**config.mk**
```make
export PLATFORM = sky130hd
export DESIGN_NAME = glc_cell
export DESIGN_NICKNAME = d
export VERILOG_FILES = /design/src/rtl/graph_component_labeller_top_defines.svh /design/src/rtl/glc_pkg.sv /design/src/rtl/glc_cell.sv
export SDC_FILE = /design/constraint.sdc
export NUM_CORES = 1
export LEC_CHECK = 0
export BUFFER_PORTS_ARGS = -buffer_cell sky130_fd_sc_hd__buf_2
export CELL_PAD_IN_SITES_DETAIL_PLACEMENT = 0
export CELL_PAD_IN_SITES_GLOBAL_PLACEMENT = 2
export CORE_MARGIN = 4
export CORE_UTILIZATION = 29
export DETAILED_ROUTE_END_ITERATION = 10
export GPL_TIMING_DRIVEN = 0
export PLACE_DENSITY_LB_ADDON = 0.15
export SLEW_MARGIN = 15
export SYNTH_ARGS = -nofsm -noshare
export SYNTH_HDL_FRONTEND = slang
export SYNTH_SLANG_ARGS = --single-unit
```
**constraint.sdc**
```tcl
create_clock -name clk -period 1.9 [get_ports clk]
set_input_delay 0.095 -clock clk [delete_from_list [all_inputs] [get_ports clk]]
set_output_delay 0.095 -clock clk [all_outputs]
set_load 0.02 [all_outputs]
```
**src/rtl/graph_component_labeller_top_defines.svh**
```systemverilog
// Assertion macros for the graph component labeller.
// Sampled on clk, disabled while rst_n is low; ASSERT_OFF removes them.
`ifndef GRAPH_COMPONENT_LABELLER_TOP_DEFINES_SVH
`define GRAPH_COMPONENT_LABELLER_TOP_DEFINES_SVH

`ifndef ASSERT_OFF
`define GLC_ASSERT(lbl, prop, msg) \
    lbl: assert property (@(posedge clk) disable iff (!rst_n) prop) \
        else $error(msg);
`define GLC_ASSERT_NEXT(lbl, ante, cons, msg) \
    lbl: assert property (@(posedge clk) disable iff (!rst_n) (ante) |=> (cons)) \
        else $error(msg);
`else
`define GLC_ASSERT(lbl, prop, msg)
`define GLC_ASSERT_NEXT(lbl, ante, cons, msg)
`endif

`endif

```
**src/rtl/glc_pkg.sv**
```systemverilog
// Shared constants, state type and cell control bundle of the labeller.
// No dependencies.
package glc_pkg;

    localparam int MAX_NODES = 64;
    localparam int IDX_W     = (MAX_NODES > 1) ? $clog2(MAX_NODES) : 1;
    localparam int NODE_W    = 6;
    localparam int CNT_W     = 7;

    localparam logic KIND_EDGE = 1'b0;
    localparam logic KIND_END  = 1'b1;

    typedef enum logic [1:0] {
        GLC_IDLE,
        GLC_SCAN,
        GLC_GROW,
        GLC_EMIT
    } glc_state_t;

    typedef struct packed {
        logic              edge_we;
        logic [NODE_W-1:0] node_a;
        logic [NODE_W-1:0] node_b;
        logic              clear_rows;
        logic              clear_visited;
        logic              seed;
        logic [CNT_W-1:0]  seed_idx;
        logic              grow;
        logic              shift;
        logic [NODE_W-1:0] comps;
        logic [CNT_W-1:0]  count;
    } glc_cell_ctrl_t;

endpackage

```
**src/rtl/glc_cell.sv**
```systemverilog
// One node cell: adjacency row, visited and frontier bits, label.
// Labels shift toward cell 0 during output. Depends on glc_pkg.
module glc_cell (
    input  logic                              clk,
    input  logic                              rst_n,
    input  logic [glc_pkg::CNT_W-1:0]         cell_idx,
    input  glc_pkg::glc_cell_ctrl_t           ctrl,
    input  logic [glc_pkg::MAX_NODES-1:0]     frontier_vec,
    input  logic [glc_pkg::NODE_W-1:0]        label_in,
    output logic                              frontier,
    output logic                              visited,
    output logic [glc_pkg::NODE_W-1:0]        label_out
);
    import glc_pkg::*;

    logic [MAX_NODES-1:0] row_reg;
    logic [MAX_NODES-1:0] row_next;
    logic                 visited_reg;
    logic                 visited_next;
    logic                 frontier_reg;
    logic                 frontier_next;
    logic [NODE_W-1:0]    label_reg;
    logic [NODE_W-1:0]    label_next;
    logic                 in_graph;
    logic                 hit;
    logic [MAX_NODES-1:0] one_hot;

    assign one_hot  = {{(MAX_NODES-1){1'b0}}, 1'b1};
    assign in_graph = cell_idx < ctrl.count;
    assign hit      = in_graph && !visited_reg && (|(row_reg & frontier_vec));

    always_comb
    begin
        row_next = row_reg;
        if (ctrl.clear_rows)
        begin
            row_next = '0;
        end
        else if (ctrl.edge_we)
        begin
            if ({1'b0, ctrl.node_a} == cell_idx)
            begin
                row_next = row_next | (one_hot << ctrl.node_b);
            end
            if ({1'b0, ctrl.node_b} == cell_idx)
            begin
                row_next = row_next | (one_hot << ctrl.node_a);
            end
        end
    end

    always_comb
    begin
        visited_next  = visited_reg;
        frontier_next = frontier_reg;
        label_next    = label_reg;
        if (ctrl.clear_visited)
        begin
            visited_next  = 1'b0;
            frontier_next = 1'b0;
        end
        else if (ctrl.seed && (ctrl.seed_idx == cell_idx))
        begin
            visited_next  = 1'b1;
            frontier_next = 1'b1;
            label_next    = ctrl.comps;
        end
        else if (ctrl.grow)
        begin
            frontier_next = hit;
            if (hit)
            begin
                visited_next = 1'b1;
                label_next   = ctrl.comps;
            end
        end
        else if (ctrl.shift)
        begin
            label_next = label_in;
        end
    end

    always_ff @(posedge clk or negedge rst_n)
    begin
        if (!rst_n)
        begin
            row_reg      <= '0;
            visited_reg  <= 1'b0;
            frontier_reg <= 1'b0;
        end
        else
        begin
            row_reg      <= row_next;
            visited_reg  <= visited_next;
            frontier_reg <= frontier_next;
        end
    end

    always_ff @(posedge clk)
    begin
        label_reg <= label_next;
    end

    assign frontier  = frontier_reg;
    assign visited   = visited_reg;
    assign label_out = label_reg;

endmodule

```
==> results of run 1 <==
-- routing by layer --
layer | part of all wire [%] | vias up | global-route usage [%] | wire (um)
li1 | - | 2118 | - | -
met1 | 45 | 2236 | 29.0 | 8530
met2 | 47 | 174 | 34.5 | 8800
met3 | 6.2 | 28 | 5.17 | 1180
met4 | 2.1 | 0 | 6.35 | 390
met5 | 0 | - | 0 | 0
-- Yosys cell counts, types with 2 or more instances --
library cell	count
dfrtp_1	66
nor2_1	57
a221oi_1	50
nor3_1	47
a21oi_1	27
inv_1	21
clkbuf_1	20
a22o_1	16
nand2_1	15
xnor2_1	15
nand3_1	13
o22ai_1	12
nand4_1	10
a22oi_1	9
and2_1	9
nand2b_1	9
nor4_4	9
buf_2	7
nor4_1	7
a31oi_1	6
edfxtp_1	6
ha_1	6
mux2_2	6
a211oi_1	5
xnor2_2	4
a21o_1	2
a41oi_1	2
buf_1	2
nor3b_1	2
nor3b_2	2
or2_2	2
-- power breakdown --
part | switching [mW] | total [mW] | internal [mW]
Clock | 0.704 | 1.85 | 1.15
Sequential | 0.00130 | 1.56 | 1.56
Combinational | 0.360 | 0.562 | 0.201
Total | 1.07 | 3.97 | 2.90
-- critical path, cell delays in order, from the launching register on --
cell      delay, ns
dfrtp_1        0.44
a22o_1         0.25
a221oi_2       0.23
nand4_1        0.26
nor4_4         0.26
buf_4          0.18
o22ai_4        0.11
-- cells by family (layout without fill, tap and decap cells) --
logic type,after synthesis,in the layout,synth area share (%)
adders and majority gates,6,6,1.66
DFF,72,72,40.6
AOI/OAI and AO/OA,134,134,22.4
muxes,6,6,1.50
and+or+nand+nor,191,191,25.0
buffers and inverters,51,191,4.52
xor gates and xnor gates,19,19,4.35
-- path summary, 6_finish.rpt --
kind / endpoint / slack, ns / depth (start not counted) / startpoint
worst max-delay path: label_out[2] / -0.10 / 6 / row_reg[13]
worst min-delay path: label_out[1] / 0.05 / 2 / label_in[1]
worst max register to register: label_out[2] / -0.10 / 6 / row_reg[13]
worst min register to register: row_reg[26] / 0.53 / 2 / row_reg[26]
max in group asynchronous: frontier / 1.13 / 3 / rst_n
min in group asynchronous: row_reg[41] / 0.22 / 2 / rst_n
-- layout make-up --
class | count | area, um2
Fill cell | 1595 | 9420
Clock inverter | 4 | 68.8
Sequential cell | 72 | 1830
Clock buffer | 12 | 236
Buffer | 30 | 126
Tap cell | 188 | 235
Multi-Input combinational cell | 356 | 2560
Timing Repair Buffer | 124 | 653
Inverter | 21 | 78.8
-- what timing repair did --
item                                   4_1_cts  5_1_grt
pin swaps                                    3        5
hold buffers                                 2        0
setup buffers                                2        0
endpoints found under the hold margin       31        0
setup endpoints to repair                    8       19
resized for setup                           10        3
==> flow_summary.yaml, run 1 <==
sta:
  drv_slew: 0
  finalHoldViolCount: 0
  finalSetupViolations: 8
  fmax_mhz: 499
  fin_tns_setup_ns: -0.731
  rsz0062_at_grt: "true"
  setup_ws_ns: -0.105
  post-route-period-util_pct: 106
  holdWs_ns: 0.0481
  fin_skew_ns: 0.00955
  tightest_slew_ns: 1.05
  fin_crit_ns: 2.00
  relSlewSlack_pct: 29.8
die:
  dieWidth_um: 133
  die_h_um: 133
  die_area_um2: 17600
  ioPinCount: 125
  start_util_pct: 29.7
  core-area_um2: 15200
  num_rows: 45
detailed_routing:
  avgViaCountPerCell: 5.65
  ant_nets: 0
  dr.pass1.iters: 5
  first_iter_violations: 380
  wire_per_inst_um: 23.4
  wirelength_um: 18900
  route.detailed.drc: 0
  vias: 4556
synthesis:
  syn_area_per_cell_um2: 9.42
  synth_warnings: 0
  yosys.area.top_type: "dfrtp_1"
  synth_edf_count: 6
  synth_top_area_share_pct: 36.6
  synthArstFlopShare_pct: 91.7
  synth_cells: 479
  ys_types: 46
  ys_ff_latch: 72
  yosys_most_used_dff: "dfrtp_1"
  yosysSeqAreaShare_pct: 40.6
  synthTopCellsByArea: "dfrtp_1 (37%), a221oi_1 (9.7%), nor3_1 (5.2%), nor2_1 (4.7%), nor4_4 (4.2%)"
  synth.cell_area_um2: 4510
  syn_nets: 602
final_layout:
  largest_reg_flops: 64
  final_cells: 807
  postLayoutCellArea_um2: 5790
  drive_above_1_share_pct: 29.4
  final_nets: 737
  final_common_cell: "buf_2"
  layout_common_cells: "buf_2 (125), dfrtp_1 (66), nor2_1 (57)"
  final_util_pct: 38.1
  num_antenna_cells: 0
  area_growth_pct: 28.2
clock_tree:
  cts_tree: "yes"
  clkSlewWorstSetupHoldPaths_ns: 0.05
  clockBufferDepth: 2
  root_buffer: "clkbuf_16"
  clock_latency_ns: 0.36
  tritoncts.num_buffers: 9
  clock_sinks: 72
  h-tree-depth: 3
worst_setup_path:
  critPathArrivalTime_ns: 2.09
  cp-start-kind: "flip-flop"
  criticalPathCategory: "flip-flop to flip-flop"
  cp_max_fo: 6
  cp.required_ns: 1.98
  cp-end-kind: "flip-flop"
placement:
  hpwlAfterDp_um: 14200
  dpl_cell_area_um2: 5370
  place_congestion: 0.914
  dp.cells: 787
  port_buffers: 119
  place_ws_ns: -0.794
min_path:
  hold_path.class: "input port to flip-flop"
pwr:
  peakVddDrop_mv: 0.437
  p_leak_nw: 2.42
  finalPower_mw: 3.97
  power_density_nw_per_um2: 686
grt:
  grt_antenna_before_repair: 0
  grt_overflow: 0
  grt_usage_pct: 21.5
  grt_pass1_vias: 4661
  grt_pass1_wl_um: 28600
  grt_max_degree: 38
status:
  status: "finished with violations"
  failed_checks: "setup timing"
job:
  drv_cap: 0
Note: power is estimated with default switching activity, not from simulation.
==> inputs of run 2 (changes only) <==
ABC_AREA = 0   (was not set)
BUFFER_PORTS_ARGS = -buffer_cell sky130_fd_sc_hd__buf_4   (was -buffer_cell sky130_fd_sc_hd__buf_2)
CTS_CLUSTER_DIAMETER = 150   (was not set)
==> flow_summary.yaml, run 2 (same netlist as run 1, synthesis figures left out) <==
status:
  status: "finished with violations"
  failed_checks: "setup timing"
min_path:
  hold_path.class: "input port to flip-flop"
  worstHoldStart: "label_in[1]"
detailed_routing:
  wire_per_inst_um: 23.3
  ant_nets: 0
  vias: 4590
  dr.pass1.iters: 4
  wirelength_um: 18800
  first_iter_violations: 401
  avgViaCountPerCell: 5.70
  route.detailed.drc: 0
worst_setup_path:
  r2r_start: "row_reg[0]"
  critPathArrivalTime_ns: 2.07
  criticalPathCategory: "flip-flop to flip-flop"
  endpoint: "label_out[2]"
  regToRegSetupSlack_ns: -0.1
  cp-start-kind: "flip-flop"
  worstReg2RegEnd: "label_out[2]"
  crit_start: "row_reg[0]"
  cp-end-kind: "flip-flop"
  cp_max_fo: 6
  cp.required_ns: 1.97
  r2r_cells: 6
final_layout:
  final_common_cell: "buf_4"
  postLayoutCellArea_um2: 6020
  fill_cells: 1559
  layout_common_cells: "buf_4 (122), dfrtp_1 (66), nor2_1 (57)"
  largest_reg_flops: 64
  area_growth_pct: 33.3
  final_nets: 736
  drive_above_1_share_pct: 29.2
  num_antenna_cells: 0
die:
  die_h_um: 133
  start_util_pct: 29.7
  ioPinCount: 125
  dieWidth_um: 133
  die_area_um2: 17600
  core-area_um2: 15200
  num_rows: 45
sta:
  rsz0062_at_grt: "true"
  setup_ws_ns: -0.0970
  fin_skew_ns: 0.00545
  finalSetupViolations: 6
  post-route-period-util_pct: 105
  finalHoldViolCount: 0
  fmax_mhz: 501
  relSlewSlack_pct: 23.8
  tightest_slew_ns: 1.14
  drv_slew: 0
  fin_crit_ns: 2.00
clock_tree:
  root_buffer: "clkbuf_16"
  h-tree-depth: 3
  clock_latency_ns: 0.35
  clock_sinks: 72
  clkSlewWorstSetupHoldPaths_ns: 0.06
  cts_tree: "yes"
  clockBufferDepth: 2
  tritoncts.num_buffers: 9
grt:
  grt_max_degree: 67
  grt_pass1_vias: 4686
  grt_overflow: 0
  grt_antenna_before_repair: 0
  grt_usage_pct: 21.3
  grt_pass1_wl_um: 28400
placement:
  place_ws_ns: -0.823
  dpl_cell_area_um2: 5640
  hpwlAfterDp_um: 14100
  port_buffers: 119
  place_congestion: 0.907
pwr:
  p_leak_nw: 2.49
  peakVddDrop_mv: 0.403
  power_density_nw_per_um2: 622
job:
  drv_cap: 0
[run 2: changes by cell type in the layout (fill, tap and decap cells not counted)]
cell and delta:
buf_2 -118, buf_4 +118, bufinv_16 -2, buf_12 -1
clkbuf_1 +1, clkbuf_8 +1, clkinv_1 -1
[run 2: power by group]
group / internal [mW] / switching [mW] / leakage, nW
logic: 0.263 / 0.359 / 1.38
clock network: 0.912 / 0.648 / 0.127
registers: 1.56 / 0.00155 / 0.978
total: 2.73 / 1.01 / 2.49
[run 2: how the worst min path moves through the flow]
stage / to / cells after the start
6_report: label_out[1] / 2
3_3_place_gp: row_reg[21] / 1
2_1_floorplan: frontier / 0
5_1_grt: label_out[1] / 2
4_1_cts: label_out[1] / 2
3_5_place_dp: row_reg[17] / 1
[run 2: layer usage]
layer | track usage [%] | part of all wire, % | vias to the layer above
met5 | 0 | 0 | -
met1 | 29.1 | 45 | 2256
li1 | - | - | 2119
met2 | 33.7 | 47 | 189
met4 | 7.27 | 2.2 | 0
met3 | 4.37 | 6.5 | 26
[run 2: final cells by class]
type	instances	area [um2]	share of cell area, %
Buffer	30	126	2.10
Clock buffer	14	254	4.22
Clock inverter	1	5.00	0.0832
Inverter	21	78.8	1.31
Multi-Input combinational cell	356	2560	42.5
Sequential cell	72	1830	30.4
Tap cell	188	235	3.91
Timing Repair Buffer	123	928	15.4
[run 2: worst max-delay path: stages, from the launching register on]
cell and delay (ns):
dfrtp_1 0.41, a22o_1 0.29, a221oi_2 0.21, nand4_1 0.24, nor4_4 0.27, buf_4 0.19, o22ai_4 0.10
[run 2: timing repair]
| item | 4_1_cts | 5_1_grt |
|---|---|---|
| pin swaps | 5 | 4 |
| gates resized for setup | 10 | 3 |
| hold buffers | 2 | 0 |
| setup buffers | 2 | 0 |
| hold endpoints to repair | 68 | 0 |
| setup endpoints to repair | 8 | 19 |
[run 2: through the flow]
stage	power (mW)	utilization [%]	instances	setup TNS (ns)	hold WS, ns
3_5_place_dp	2.20	37.1	786	-12.93	0.277
3_3_place_gp	2.19	37.1	786	-13.41	0.291
4_1_cts	3.76	39.5	805	-0.760	0.0432
5_1_grt	3.87	39.6	805	-1.28	0.0573
6_report	3.74	39.6	805	-0.579	0.0529
2_1_floorplan	1.86	-	479	0	-0.201
