===== src/rtl/graph_component_labeller_top_defines.svh =====
// Assertion macros for the graph component labeller.
// Sampled on clk, disabled while rst_n is low; ASSERT_OFF removes them.
`ifndef GRAPH_COMPONENT_LABELLER_TOP_DEFINES_SVH
`define GRAPH_COMPONENT_LABELLER_TOP_DEFINES_SVH

`ifndef ASSERT_OFF
`define GLC_ASSERT(lbl, prop, msg) \
    lbl: assert property (@(posedge clk) disable iff (!rst_n) prop) \
        else $error(msg);
`define GLC_ASSERT_NEXT(lbl, ante, cons, msg) \
    lbl: assert property (@(posedge clk) disable iff (!rst_n) (ante) |=> (cons)) \
        else $error(msg);
`else
`define GLC_ASSERT(lbl, prop, msg)
`define GLC_ASSERT_NEXT(lbl, ante, cons, msg)
`endif

`endif


===== src/rtl/glc_pkg.sv =====
// Shared constants, state type and cell control bundle of the labeller.
// No dependencies.
package glc_pkg;

    localparam int MAX_NODES = 64;
    localparam int IDX_W     = (MAX_NODES > 1) ? $clog2(MAX_NODES) : 1;
    localparam int NODE_W    = 6;
    localparam int CNT_W     = 7;

    localparam logic KIND_EDGE = 1'b0;
    localparam logic KIND_END  = 1'b1;

    typedef enum logic [1:0] {
        GLC_IDLE,
        GLC_SCAN,
        GLC_GROW,
        GLC_EMIT
    } glc_state_t;

    typedef struct packed {
        logic              edge_we;
        logic [NODE_W-1:0] node_a;
        logic [NODE_W-1:0] node_b;
        logic              clear_rows;
        logic              clear_visited;
        logic              seed;
        logic [CNT_W-1:0]  seed_idx;
        logic              grow;
        logic              shift;
        logic [NODE_W-1:0] comps;
        logic [CNT_W-1:0]  count;
    } glc_cell_ctrl_t;

endpackage


===== src/rtl/glc_in_if.sv =====
// Input channel of the labeller: bond and end items.
// Depends on glc_pkg.
interface glc_in_if;
    logic                       valid;
    logic                       ready;
    logic                       kind;
    logic [glc_pkg::NODE_W-1:0] node_a;
    logic [glc_pkg::NODE_W-1:0] node_b;
    logic [glc_pkg::CNT_W-1:0]  node_count;

    modport source (output valid, kind, node_a, node_b, node_count, input ready);
    modport sink   (input valid, kind, node_a, node_b, node_count, output ready);
endinterface


===== src/rtl/glc_out_if.sv =====
// Output channel of the labeller: one label item per node.
// Depends on glc_pkg.
interface glc_out_if;
    logic                       valid;
    logic                       ready;
    logic [glc_pkg::NODE_W-1:0] node_index;
    logic [glc_pkg::NODE_W-1:0] component_id;
    logic [glc_pkg::CNT_W-1:0]  component_count;
    logic                       last;

    modport source (output valid, node_index, component_id, component_count, last,
                    input ready);
    modport sink   (input valid, node_index, component_id, component_count, last,
                    output ready);
endinterface


===== src/rtl/glc_ctrl.sv =====
// Sequencer: edge loading, seed scan, frontier growth and label output.
// Depends on glc_pkg, glc_in_if, glc_out_if and the assertion macros.
`include "graph_component_labeller_top_defines.svh"

module glc_ctrl (
    input  logic                          clk,
    input  logic                          rst_n,
    glc_in_if.sink                        bonds,
    glc_out_if.source                     labels,
    input  logic [glc_pkg::MAX_NODES-1:0] frontier_vec,
    input  logic [glc_pkg::MAX_NODES-1:0] visited_vec,
    input  logic [glc_pkg::NODE_W-1:0]    head_label,
    output glc_pkg::glc_cell_ctrl_t       cell_ctrl
);
    import glc_pkg::*;

    glc_state_t        state_reg;
    glc_state_t        state_next;
    logic [CNT_W-1:0]  count_reg;
    logic [CNT_W-1:0]  count_next;
    logic [CNT_W-1:0]  start_reg;
    logic [CNT_W-1:0]  start_next;
    logic [CNT_W-1:0]  comps_reg;
    logic [CNT_W-1:0]  comps_next;
    logic [CNT_W-1:0]  emit_idx_reg;
    logic [CNT_W-1:0]  emit_idx_next;
    logic              out_valid_reg;
    logic              out_valid_next;
    logic [NODE_W-1:0] out_index_reg;
    logic [NODE_W-1:0] out_id_reg;
    logic [CNT_W-1:0]  out_count_reg;
    logic              out_last_reg;

    logic              accept;
    logic              load_out;
    logic              emit_last;
    logic              start_done;
    logic              start_seen;
    logic [CNT_W-1:0]  count_sat;
    logic [CNT_W-1:0]  count_last;

    assign accept     = bonds.valid && bonds.ready;
    assign count_sat  = (bonds.node_count > CNT_W'(MAX_NODES)) ? CNT_W'(MAX_NODES)
                                                               : bonds.node_count;
    assign count_last = count_reg - CNT_W'(1);
    assign emit_last  = emit_idx_reg == count_last;
    assign start_done = start_reg == count_reg;
    assign start_seen = visited_vec[start_reg[IDX_W-1:0]];

    always_comb
    begin
        state_next    = state_reg;
        count_next    = count_reg;
        start_next    = start_reg;
        comps_next    = comps_reg;
        emit_idx_next = emit_idx_reg;
        case (state_reg)
            GLC_IDLE:
            begin
                if (accept && (bonds.kind == KIND_END))
                begin
                    count_next = count_sat;
                    start_next = '0;
                    comps_next = '0;
                    if (count_sat != '0)
                    begin
                        state_next = GLC_SCAN;
                    end
                end
            end
            GLC_SCAN:
            begin
                if (start_done)
                begin
                    emit_idx_next = '0;
                    state_next    = GLC_EMIT;
                end
                else
                begin
                    start_next = start_reg + CNT_W'(1);
                    if (!start_seen)
                    begin
                        state_next = GLC_GROW;
                    end
                end
            end
            GLC_GROW:
            begin
                if (frontier_vec == '0)
                begin
                    comps_next = comps_reg + CNT_W'(1);
                    state_next = GLC_SCAN;
                end
            end
            GLC_EMIT:
            begin
                if (load_out)
                begin
                    emit_idx_next = emit_idx_reg + CNT_W'(1);
                    if (emit_last)
                    begin
                        state_next = GLC_IDLE;
                    end
                end
            end
            default:
            begin
                state_next = GLC_IDLE;
            end
        endcase
    end

    always_comb
    begin
        bonds.ready             = 1'b0;
        load_out                = 1'b0;
        cell_ctrl               = '0;
        cell_ctrl.node_a        = bonds.node_a;
        cell_ctrl.node_b        = bonds.node_b;
        cell_ctrl.seed_idx      = start_reg;
        cell_ctrl.comps         = comps_reg[NODE_W-1:0];
        cell_ctrl.count         = count_reg;
        case (state_reg)
            GLC_IDLE:
            begin
                bonds.ready = 1'b1;
                if (bonds.valid && (bonds.kind == KIND_EDGE))
                begin
                    cell_ctrl.edge_we = ({1'b0, bonds.node_a} < CNT_W'(MAX_NODES))
                                     && ({1'b0, bonds.node_b} < CNT_W'(MAX_NODES));
                end
                if (bonds.valid && (bonds.kind == KIND_END))
                begin
                    cell_ctrl.clear_visited = 1'b1;
                    cell_ctrl.clear_rows    = count_sat == '0;
                end
            end
            GLC_SCAN:
            begin
                cell_ctrl.clear_rows = start_done;
                cell_ctrl.seed       = !start_done && !start_seen;
            end
            GLC_GROW:
            begin
                cell_ctrl.grow = frontier_vec != '0;
            end
            GLC_EMIT:
            begin
                load_out        = !out_valid_reg || labels.ready;
                cell_ctrl.shift = load_out;
            end
            default:
            begin
                load_out = 1'b0;
            end
        endcase
    end

    always_comb
    begin
        out_valid_next = out_valid_reg;
        if (load_out)
        begin
            out_valid_next = 1'b1;
        end
        else if (labels.ready)
        begin
            out_valid_next = 1'b0;
        end
    end

    always_ff @(posedge clk or negedge rst_n)
    begin
        if (!rst_n)
        begin
            state_reg     <= GLC_IDLE;
            count_reg     <= '0;
            start_reg     <= '0;
            comps_reg     <= '0;
            emit_idx_reg  <= '0;
            out_valid_reg <= 1'b0;
        end
        else
        begin
            state_reg     <= state_next;
            count_reg     <= count_next;
            start_reg     <= start_next;
            comps_reg     <= comps_next;
            emit_idx_reg  <= emit_idx_next;
            out_valid_reg <= out_valid_next;
        end
    end

    always_ff @(posedge clk)
    begin
        if (load_out)
        begin
            out_index_reg <= emit_idx_reg[NODE_W-1:0];
            out_id_reg    <= head_label;
            out_count_reg <= comps_reg;
            out_last_reg  <= emit_last;
        end
    end

    assign labels.valid           = out_valid_reg;
    assign labels.node_index      = out_index_reg;
    assign labels.component_id    = out_id_reg;
    assign labels.component_count = out_count_reg;
    assign labels.last            = out_last_reg;

    `GLC_ASSERT(a_emit_range, (state_reg == GLC_EMIT) |-> (emit_idx_reg < count_reg), "emit index past node count")
    `GLC_ASSERT(a_comps_bound, (state_reg == GLC_SCAN) |-> (comps_reg <= start_reg), "more components than scanned nodes")
    `GLC_ASSERT_NEXT(a_seed_front, cell_ctrl.seed, frontier_vec != '0, "seed left an empty frontier")
    `GLC_ASSERT_NEXT(a_last_idle, load_out && emit_last, state_reg == GLC_IDLE, "no return to idle after final item")

endmodule


===== src/flat_wrapper.sv =====
// flat-port wrapper written by rule: the top's interface ports become plain ports
module glc_ctrl_flat import glc_pkg::*;
  (clk, rst_n, frontier_vec, visited_vec, head_label, cell_ctrl, bonds_valid, bonds_kind, bonds_node_a, bonds_node_b, bonds_node_count, bonds_ready, labels_valid, labels_node_index, labels_component_id, labels_component_count, labels_last, labels_ready);
  glc_in_if bonds_i ();
  glc_out_if labels_i ();
  input  logic clk;
  input  logic rst_n;
  input  logic [glc_pkg::MAX_NODES-1:0] frontier_vec;
  input  logic [glc_pkg::MAX_NODES-1:0] visited_vec;
  input  logic [glc_pkg::NODE_W-1:0] head_label;
  output glc_pkg::glc_cell_ctrl_t cell_ctrl;
  input wire logic [$bits(bonds_i.valid)-1:0] bonds_valid;
  input wire logic [$bits(bonds_i.kind)-1:0] bonds_kind;
  input wire logic [$bits(bonds_i.node_a)-1:0] bonds_node_a;
  input wire logic [$bits(bonds_i.node_b)-1:0] bonds_node_b;
  input wire logic [$bits(bonds_i.node_count)-1:0] bonds_node_count;
  output wire logic [$bits(bonds_i.ready)-1:0] bonds_ready;
  output wire logic [$bits(labels_i.valid)-1:0] labels_valid;
  output wire logic [$bits(labels_i.node_index)-1:0] labels_node_index;
  output wire logic [$bits(labels_i.component_id)-1:0] labels_component_id;
  output wire logic [$bits(labels_i.component_count)-1:0] labels_component_count;
  output wire logic [$bits(labels_i.last)-1:0] labels_last;
  input wire logic [$bits(labels_i.ready)-1:0] labels_ready;
  assign bonds_i.valid = bonds_valid;
  assign bonds_i.kind = bonds_kind;
  assign bonds_i.node_a = bonds_node_a;
  assign bonds_i.node_b = bonds_node_b;
  assign bonds_i.node_count = bonds_node_count;
  assign bonds_ready = bonds_i.ready;
  assign labels_valid = labels_i.valid;
  assign labels_node_index = labels_i.node_index;
  assign labels_component_id = labels_i.component_id;
  assign labels_component_count = labels_i.component_count;
  assign labels_last = labels_i.last;
  assign labels_i.ready = labels_ready;
  glc_ctrl u_core (.clk(clk), .rst_n(rst_n), .bonds(bonds_i), .labels(labels_i), .frontier_vec(frontier_vec), .visited_vec(visited_vec), .head_label(head_label), .cell_ctrl(cell_ctrl));
endmodule

===== config.mk =====
export PLATFORM = sky130hd
export DESIGN_NAME = glc_ctrl_flat
export DESIGN_NICKNAME = d
export VERILOG_FILES = /design/src/rtl/glc_pkg.sv /design/src/rtl/glc_in_if.sv /design/src/rtl/glc_out_if.sv /design/src/rtl/glc_ctrl.sv /design/src/flat_wrapper.sv
export VERILOG_INCLUDE_DIRS = /design/src /design/src/rtl
export SDC_FILE = /design/constraint.sdc
export NUM_CORES = 1
export LEC_CHECK = 0
export BUFFER_PORTS_ARGS = -buffer_cell sky130_fd_sc_hd__buf_2
export CORE_MARGIN = 1.5
export CORE_UTILIZATION = 43
export CTS_CLUSTER_DIAMETER = 60
export CTS_CLUSTER_SIZE = 40
export DETAILED_ROUTE_END_ITERATION = 12
export PLACE_DENSITY_LB_ADDON = 0.12
export SLEW_MARGIN = 25
export SYNTH_ARGS = -nofsm -noshare
export SYNTH_HDL_FRONTEND = slang
export SYNTH_SLANG_ARGS = --single-unit

===== constraint.sdc =====
create_clock -name clk -period 2.9 [get_ports clk]
set_input_delay 0.435 -clock clk [delete_from_list [all_inputs] [get_ports clk]]
set_output_delay 0.435 -clock clk [all_outputs]
set_load 0.05 [all_outputs]

==> run_results.csv <==
group,metric,value,unit
outcome,outcome,"completed",
yosys,synth_top_area_cell,"dfrtp_1",
global_routing,grt_pass1_vias,3054,
detailed_routing,dr_wl_met3,561,um
floorplan,pin_count,218,
yosys,synthXorXnorAreaFrac,0.0780,
yosys,synth.distinct_cells,54,
pwr,ir_worst_vdd,0.426,mV
setup_path,max_stage_delay,0.50,ns
timing,slew_headroom,0.505,
setup_path,path_max_fanout,8,
clocking,path_clk_slew,0.11,ns
clocking,clockRootBuffer,"clkbuf_8",
final_layout,fin_area,0.00440,mm2
yosys,synth_top_family_by_area,"simple AND/OR/NAND/NOR gates",
detailed_routing,wirelength,9690,um
yosys,yosys.area_share.simple,0.202,
placement,dpl_cell_area,0.00426,mm2
timing,hold_viol_final,0,
global_routing,gr-usage-all-layers,0.228,
floorplan,start_util,0.439,
timing,maxClockFrequency,0.355,GHz
detailed_routing,drt-pass1-iter-count,5,
setup_path,cp_cell_sequence,"buf_6 > mux4_2 > a22oi_1 > nand3_1 > a21oi_2 > mux2_4 > and2_1 > buf_6",
setup_path,cpMaxStageDelayCell,"mux4_2",
detailed_routing,routedLengthMet1,3710,um
global_routing,gr-total-overflow,0,
clocking,ctsHtreeMaxLevel,2,
setup_path,critical_path_class,"flop to primary output",
final_layout,area_growth,31.2,%
floorplan,die_w,91.3,um
yosys,yosysTopAreaCellShare,0.231,
setup_path,required,2.47,ns
setup_path,cpMostUsedCell,"buf_6",
global_routing,grt_max_degree,32,
timing,setup_violations,0,
yosys,avgSynthCellArea,10.8,um2
yosys,synthArstFlopShare,0.608,
clocking,clk_latency,0.31,ns
clocking,cts_buffer_depth,2,
timing,tightest_slew,0.742,ns
timing,final_max_slew_viol_count,0,
detailed_routing,met2_length,5140,um
yosys,synth_area,0.00335,mm2
placement,dp_hpwl,7860,um
timing,skew,0.00903,ns
worst_hold_path,hold_path_class,"primary input to asynchronous set/reset pin",
detailed_routing,dr.max_layer_used,"met4",
final_layout,diodes,0,
clocking,cts_buffers,5,
placement,gp_congestion,0.815,
setup_path,critPathLaunchType,"flop",
timing,period_needed,2.82,ns
timing,setup_tns,0,ns
detailed_routing,antenna_left,0,
job,max_cap_violations,0,
final_layout,final_util,0.575,
setup_path,cp.arrival,2.38,ns
placement,io_buffers,193,
yosys,synth_adder_area_share,0.0149,
timing,timing.final.crit_share,0.971,
yosys,synth_compound_area_frac,0.0798,
pwr,powerDensity,1040,mW/mm2
yosys,synth_edf_count,20,
detailed_routing,vias,3160,
yosys,yosys_warnings,0,
detailed_routing,via_per_inst,5.35,
yosys,synth.mux.area_fraction,0.134,
floorplan,core,0.00765,mm2
floorplan,fp.dieArea,0.00834,mm2
yosys,ys.flop_type,"dfrtp_1",
clocking,cts_hold_buffers,0,
yosys,synth.area.top_cells,"dfrtp_1 23%, edfxtp_1 18%, mux4_1 8.6%",
detailed_routing,drtIter0Drc,167,
floorplan,fp.dieH,91.3,um
clocking,cts_tree,"built",
yosys,synth_nets,472,
final_layout,drive_gt1_frac,0.487,
yosys,synth_cells,310,
timing,worst_hold_slack,0.178,ns
setup_path,endpoint_kind,"primary output",
detailed_routing,route.detailed.drc,0,
yosys,synth_seq_area_share,0.410,
final_layout,fin_nets,650,
detailed_routing,wl_per_cell,16.4,um
global_routing,grt_pass1_wl,14800,um
floorplan,row_count,32,
pwr,leakage,2.08,nW
clocking,clock_sinks,51,
yosys,synth_seq_cells,51,
global_routing,antenna_found_initial,0,
-- kinds of logic (layout without fill, tap and decap cells) --
| logic type | Yosys count | in the layout |
|---|---|---|
| compound gates | 38 | 38 |
| xor+xnor | 29 | 29 |
| fa+ha+maj | 4 | 4 |
| buf+inv | 40 | 219 |
| flops | 51 | 51 |
| mux | 20 | 20 |
| simple gates | 128 | 128 |
-- power by group --
part           leakage (nW)  switching (W)  internal, W
Sequential            0.572       0.000377      0.00108
Combinational          1.46        0.00171     0.000981
Clock                0.0463       0.000261     0.000178
-- per-layer routing --
metal	vias to the layer above	GRT usage
li1	1498	-
met1	1513	0.259
met5	-	0
met4	0	0.105
met3	18	0.0394
met2	131	0.414
-- repair_timing --
| item | CTS | global route |
|---|---|---|
| endpoints found under the setup margin | 1 | 2 |
| cloned | 0 | 0 |
| pin swaps | 0 | 1 |
| buffers inserted | 0 | 4 |
| gates resized for setup | 2 | 11 |
-- cells in the mapped netlist (10+ instances only) --
master    count
edfxtp_1     20
xnor2_1      17
mux4_1       11
nor4_1       17
nor2_1       25
xor2_1       11
buf_4        19
dfrtp_1      31
nand3_1      14
nand4_1      10
o21ai_0      12
nand2_1      31
-- stage by stage --
stage,power (W),worst slack (ns),cells
2_1_floorplan,0.00353,0.0222,310
3_3_place_gp,0.00401,0.316,579
3_5_place_dp,0.00405,0.292,579
4_1_cts,0.00450,0.000514,587
5_1_grt,0.00485,-0.000896,591
6_report,0.00459,0.0842,591
-- worst max-delay path, delay by kind of cell (launching register included) --
family | cells | cell delay [ns]
and+or+nand+nor | 2 | 0.27
muxes | 2 | 0.66
AOI/OAI and AO/OA | 2 | 0.35
buffers and inverters | 2 | 0.34
DFF | 1 | 0.44
-- cell type report --
class	count	area, um2
clock buffers	5	68.8
clock inverters	3	27.5
well taps	102	128
multi-input cells	219	1710
inverters	7	26.3
fillers	709	3250
flip-flops and latches	51	1380
repair buffers	204	1070
-- layout by cell type (no fill, tap or decap), types with 4 or more instances in the layout --
cell type,instances
edfxtp_1,20
nor2_1,24
ha_1,4
nand4_1,10
dfrtp_1,30
a31oi_1,6
xor2_1,11
mux4_1,7
nor4_1,17
xnor2_1,17
nand3b_1,6
mux4_2,9
and2_1,5
nor3_1,5
nand3_1,14
inv_1,7
buf_2,192
o21ai_0,11
clkbuf_8,5
buf_4,9
nand2_1,31
-- worst paths after layout --
check	to	cells after the start	from	slack, ns
worst min register to register	u_core.labels.component_count[6]$_DFFE_PP_	0	u_core.comps_reg[6]$_DFFE_PN0P_	0.49
min in group clk	u_core.labels.component_id[4]$_DFFE_PP_	1	head_label[4]	0.30
worst max-delay path	cell_ctrl[22]	8	u_core.start_reg[0]$_DFFE_PN0P_	0.08
worst min-delay path	u_core.start_reg[0]$_DFFE_PN0P_	1	rst_n	0.18
max in group asynchronous	u_core.start_reg[1]$_DFFE_PN0P_	1	rst_n	2.20
worst max register to register	u_core.state_reg[0]$_DFFE_PN0P_	7	u_core.count_reg[0]$_DFFE_PN0P_	0.62
No activity file was read; power rests on OpenSTA's default activity.
